`src/rtl/eqvr_pkg.sv`:
```
// Shared types and constants for the Euler-angle quaternion vector rotator.
// No dependencies.
package eqvr_pkg;

  localparam int unsigned TRIG_ITERATIONS_DEF = 16;
  localparam int unsigned ATAN_DEPTH          = 30;
  localparam int unsigned ANGLE_W             = 16;
  localparam int unsigned VEC_W               = 24;
  localparam int unsigned QUAT_W              = 32;
  localparam int unsigned CFG_IDX_W           = 2;
  localparam int unsigned QUEUE_DEPTH         = 4;

  localparam logic [CFG_IDX_W-1:0] REG_ANGLE_X = 2'd0;
  localparam logic [CFG_IDX_W-1:0] REG_ANGLE_Y = 2'd1;
  localparam logic [CFG_IDX_W-1:0] REG_ANGLE_Z = 2'd2;

  localparam logic signed [QUAT_W-1:0] ONE_Q30 = 32'sd1073741824;

  localparam logic [31:0] ATAN_TAB [ATAN_DEPTH] = '{
    32'h3243F6A8, 32'h1DAC6705, 32'h0FADBAFC, 32'h07F56EA6, 32'h03FEAB76,
    32'h01FFD55B, 32'h00FFFAAA, 32'h007FFF55, 32'h003FFFEA, 32'h001FFFFD,
    32'h000FFFFF, 32'h0007FFFF, 32'h0003FFFF, 32'h0001FFFF, 32'h0000FFFF,
    32'h00007FFF, 32'h00003FFF, 32'h00001FFF, 32'h00000FFF, 32'h000007FF,
    32'h000003FF, 32'h000001FF, 32'h000000FF, 32'h0000007F, 32'h0000003F,
    32'h0000001F, 32'h0000000F, 32'h00000008, 32'h00000004, 32'h00000002
  };

  typedef struct packed {
    logic signed [VEC_W-1:0] x;
    logic signed [VEC_W-1:0] y;
    logic signed [VEC_W-1:0] z;
  } vec_t;

  typedef struct packed {
    logic                     ready;
    logic signed [QUAT_W-1:0] w;
    logic signed [QUAT_W-1:0] x;
    logic signed [QUAT_W-1:0] y;
    logic signed [QUAT_W-1:0] z;
  } quat_t;

endpackage

```
`src/rtl/eqvr_if.sv`:
```
// Stream interfaces for input vectors and rotated vectors.
// Depends on eqvr_pkg.
interface eqvr_in_if;
  logic                             valid;
  logic                             ready;
  logic signed [eqvr_pkg::VEC_W-1:0] vec_x;
  logic signed [eqvr_pkg::VEC_W-1:0] vec_y;
  logic signed [eqvr_pkg::VEC_W-1:0] vec_z;
  modport source (output valid, vec_x, vec_y, vec_z, input ready);
  modport sink   (input valid, vec_x, vec_y, vec_z, output ready);
endinterface


```
`src/rtl/eqvr_front.sv`:
```
// Front end: accepts input words into a short queue.
// Depends on eqvr_pkg and eqvr_if.
module eqvr_front (
  input  logic              clk_i,
  input  logic              rst_ni,
  eqvr_in_if.sink           vec_in,
  input  logic              pop_i,
  output logic              valid_o,
  output eqvr_pkg::vec_t    data_o
);

  localparam int unsigned PW = $clog2(eqvr_pkg::QUEUE_DEPTH);

  eqvr_pkg::vec_t mem_q [eqvr_pkg::QUEUE_DEPTH];
  logic [PW-1:0]  wr_q, rd_q;
  logic [PW:0]    cnt_q;
  logic           push;

  assign vec_in.ready = (cnt_q != (PW+1)'(eqvr_pkg::QUEUE_DEPTH));
  assign push         = vec_in.valid && vec_in.ready;
  assign valid_o      = (cnt_q != '0);
  assign data_o       = mem_q[rd_q];

  always_ff @(posedge clk_i) begin
    if (push) begin
      mem_q[wr_q] <= '{x: vec_in.vec_x, y: vec_in.vec_y, z: vec_in.vec_z};
    end
  end

  always_ff @(posedge clk_i or negedge rst_ni) begin
    if (!rst_ni) begin
      wr_q  <= '0;
      rd_q  <= '0;
      cnt_q <= '0;
    end else begin
      if (push) wr_q <= wr_q + 1'b1;
      if (pop_i) rd_q <= rd_q + 1'b1;
      cnt_q <= cnt_q + (PW+1)'(push) - (PW+1)'(pop_i);
    end
  end

endmodule

```
`src/flat_wrapper.sv`:
```
// flat-port wrapper written by rule: the top's interface ports become plain ports
module eqvr_front_flat 
  (clk_i, rst_ni, pop_i, valid_o, data_o, vec_in_valid, vec_in_vec_x, vec_in_vec_y, vec_in_vec_z, vec_in_ready);
  eqvr_in_if vec_in_i ();
  input  logic clk_i;
  input  logic rst_ni;
  input  logic pop_i;
  output logic valid_o;
  output eqvr_pkg::vec_t data_o;
  input wire logic [$bits(vec_in_i.valid)-1:0] vec_in_valid;
  input wire logic [$bits(vec_in_i.vec_x)-1:0] vec_in_vec_x;
  input wire logic [$bits(vec_in_i.vec_y)-1:0] vec_in_vec_y;
  input wire logic [$bits(vec_in_i.vec_z)-1:0] vec_in_vec_z;
  output wire logic [$bits(vec_in_i.ready)-1:0] vec_in_ready;
  assign vec_in_i.valid = vec_in_valid;
  assign vec_in_i.vec_x = vec_in_vec_x;
  assign vec_in_i.vec_y = vec_in_vec_y;
  assign vec_in_i.vec_z = vec_in_vec_z;
  assign vec_in_ready = vec_in_i.ready;
  eqvr_front u_core (.clk_i(clk_i), .rst_ni(rst_ni), .vec_in(vec_in_i), .pop_i(pop_i), .valid_o(valid_o), .data_o(data_o));
endmodule
```
`config.mk`:
```
export PLATFORM = sky130hd
export DESIGN_NAME = eqvr_front_flat
export DESIGN_NICKNAME = d
export VERILOG_FILES = /design/src/rtl/eqvr_pkg.sv /design/src/rtl/eqvr_if.sv /design/src/rtl/eqvr_front.sv /design/src/flat_wrapper.sv
export SDC_FILE = /design/constraint.sdc
export NUM_CORES = 1
export LEC_CHECK = 0
export ABC_AREA = 1
export BUFFER_PORTS_ARGS = -buffer_cell sky130_fd_sc_hd__buf_2
export CAP_MARGIN = 0
export CORE_UTILIZATION = 30
export CTS_CLUSTER_DIAMETER = 120
export CTS_CLUSTER_SIZE = 12
export DETAILED_ROUTE_END_ITERATION = 10
export PLACE_DENSITY = 0.48
export SLEW_MARGIN = 20
export SYNTH_ARGS = -nofsm -noshare
export SYNTH_HDL_FRONTEND = slang
export SYNTH_SLANG_ARGS = --single-unit
```
`constraint.sdc`:
```
create_clock -name clk_i -period 5.65 [get_ports clk_i]
set_input_delay 0.2825 -clock clk_i [delete_from_list [all_inputs] [get_ports clk_i]]
set_output_delay 0.2825 -clock clk_i [all_outputs]
set_load 0.05 [all_outputs]
```
==> metrics.md <==
| Metric | Value |
|---|---|
| Post-Syn Area | `between 10000 and 15000 sq um` |
| Ranking of synthesized cells by area | `edfxtp_1, o211ai_1, nand2_1, inv_1, buf_2` |
| Synth top area share | `between 70% and 80%` |
| CP max FO | `83` |
| Run status | `finished clean` |
| Gp weighted congestion | `0.6705` |
| CTS tree | `done` |
| Core box area | `38650 sq um` |
| Detailed Place HPWL | `around 14000 microns` |
| Share of layout cells above drive strength 1 | `between 10% and 20%` |
| Row count | `slightly above 70` |
| Clock buffer depth | `3` |
| Post-synth top area cell | `edfxtp_1` |
| Setup Buffers After CTS | `0` |
| CTS buffer count | `28` |
| Tightest Pin Transition | `roughly 860 ps` |
| Final Max Tran Viols | `0` |
| Async SR Flop Fraction | `roughly 2.4%` |
| WP data required | `around 5400 ps` |
| Gr usage total | `roughly 13%` |
| Worst Setup Path Type | `flop to output pin` |
| Worst slew margin | `~43%` |
| Initial Utilization | `between 30% and 40%` |
| CP Launch Type | `flop` |
| Starting DRT DRC Count | `around 350` |
| Peak supply drop | `0.3113 mV` |
| Drt wl/cell | `roughly 15 microns` |
| Top post-synthesis cells by count | `edfxtp_1, nand2_1, inv_1, o211ai_1, buf_2` |
| Flop2flop setup slack | `approximately 3300 ps` |
| HP Class | `input pin to asynchronous set/reset pin` |
| Die Span Y | `199.9 microns` |
| Syn avg cell area | `around 13 sq um` |
| Post-synth EDFFs | `288` |
| Filler Cell Count | `3698` |
| First-pass GRT wire length | `around 38000 microns` |
| Final hold vios | `0` |
| Max_cap viols | `0` |
| Port-buffer cells | `around 150` |
| CTS Sinks | `295` |
| FF/Latch Area | `between 8000 and 9000 sq um` |
| Largest net degree at the start of global routing | `140` |
| Post-Syn Nets | `roughly 1000` |
| Top-count cell post-synth | `edfxtp_1` |
| Worst-case clock skew | `between 10 and 15 ps` |
| Via Count | `slightly above 7000` |
| Routed WL | `roughly 25000 microns` |
| Final setup margin | `approximately 2400 ps` |
| Critical path capture point type | `output pin` |
| DRT Pass-1 Iters | `7` |
| Avg Vias per Cell | `roughly 4.3` |
| Fin crit period | `roughly 3200 ps` |
| Synth unique cells | `16` |
| Setup_tns | `0 ps` |
| Fmax | `about 0.31 GHz` |
| RSZ-0062 raised after global routing | `false` |
| Synthesis-to-layout area growth | `24.42%` |
| Final Core Density | `between 30% and 40%` |
| Leakage | `roughly 5.8 nW` |
| Overall power | `8.441 mW` |
| Vias in the first global route | `~6700` |
| Synthesized flop and latch total | `295` |
| Initial antenna violation count | `1` |
| Hold Buf Count CTS | `75` |
| Final worst-path cycle share | `a little under three fifths` |
| Post-layout nets | `about 1200` |
| Post_cts resized | `0` |
| Grt total ovfl | `0` |
| Htree depth | `1` |
| Synth Flop Type | `edfxtp_1` |
| Pwr dens | `around 580 nW/um^2` |
| Clock latency on the worst-skew pair | `about 550 ps` |
| Boundary pin count | `150` |
| DRC violations left | `0` |
| Post-Place Setup Slack | `a little under 3000 ps` |
| Die W | `approximately 200 microns` |
| Sequential share of the synthesized area | `approximately three quarters` |
| Crit path DAT | `2920 ps` |
| Final setup fails | `0` |
| Full die area | `39950 sq um` |
| Area after DPL | `between 10000 and 15000 sq um` |
| Area of the multi-input gates | `roughly 2100 sq um` |
| Syn Inst Count | `around 890` |
| Synthesis warning total | `0` |
| Post-route ant nets | `0` |
| CTS Root Cell | `clkbuf_16` |
| Finished layout cell area | `between 10000 and 15000 sq um` |
| Worst-path clk slew | `around 60 ps` |
==> sequential cells by signal, indices dropped and copies added, names as in the netlist <==
register / cells
u_core.cnt_q: 3
u_core.mem_q: 288
u_core.rd_q: 2
u_core.wr_q: 2
==> power breakdown <==
part	total [mW]	internal [mW]	switching (mW)
combinational	3.60	0.813	2.79
clock	1.73	0.956	0.772
sequential	3.11	2.88	0.228
==> logic make-up (layout without fill, tap and decap cells) <==
group           Yosys count  count (layout)  share of synthesized area [%]
buf+inv                 206             446                          7.125
flops                   295             295                          75.11
other cells               0               1                              0
compound gates          144             144                          9.202
xor+xnor                  2               2                         0.1491
simple gates            237             237                          7.605
fa+ha+maj                 7               7                         0.8094
==> final cells by class <==
cell class / count / share of cell area, %
sequential: 295 / 60.42
multi-input combinational: 390 / 14.48
timing repair buffer: 235 / 10.97
clock buffer: 51 / 5.530
tap: 518 / 4.434
inverter: 159 / 4.092
clock inverter: 1 / 0.05136
antenna: 1 / 0.01712
==> routing by layer <==
metal / global-route usage (%) / up-vias / wire length [microns]
met3: 2.537 / 37 / 1207
met5: 0 / - / 0
met4: 3.817 / 0 / 518
met1: 17.36 / 3370 / 12040
li1: - / 3526 / -
met2: 20.18 / 126 / 11690
==> worst max-delay path, cell delays in order (launching register included) <==
cell      delay [ps]
dfrtp_4          990
buf_4            690
o211ai_1         210
nand2_1          130
buf_2            270
==> worst paths after layout <==
kind                                  start             endpoint  depth (start not counted)
setup / recovery             u_core.rd_q[0]           data_o[41]                          4
hold / removal                       rst_ni       u_core.wr_q[0]                          2
max in group asynchronous            rst_ni       u_core.rd_q[1]                          2
setup reg to reg            u_core.cnt_q[1]  u_core.mem_q[3][44]                          5
min in group clk_i         vec_in_vec_z[18]  u_core.mem_q[1][18]                          2
hold reg to reg              u_core.wr_q[1]       u_core.wr_q[1]                          2
==> through the flow <==
step	std cells	hold WS, ps
global placement	1522	142.0
floorplan	891	-13.09
global route	1650	103.3
CTS	1649	70.17
detailed placement	1522	142.6
finish	1650	107.8
==> placed cells by master (no fill, tap or decap) <==
cell type	count
dfrtp_1	5
inv_1	158
clkinv_2	1
ha_1	6
edfxtp_1	288
fa_1	1
dfrtp_4	2
xor2_1	2
buf_12	2
buf_4	9
nand2_1	229
buf_2	149
clkbuf_16	29
nor2_4	4
clkinvlp_4	1
nor2_1	1
clkbuf_1	22
dlygate4sd3_1	75
diode_2	1
nand3_1	3
o211ai_1	144
Power figures use the tool's default switching activity.
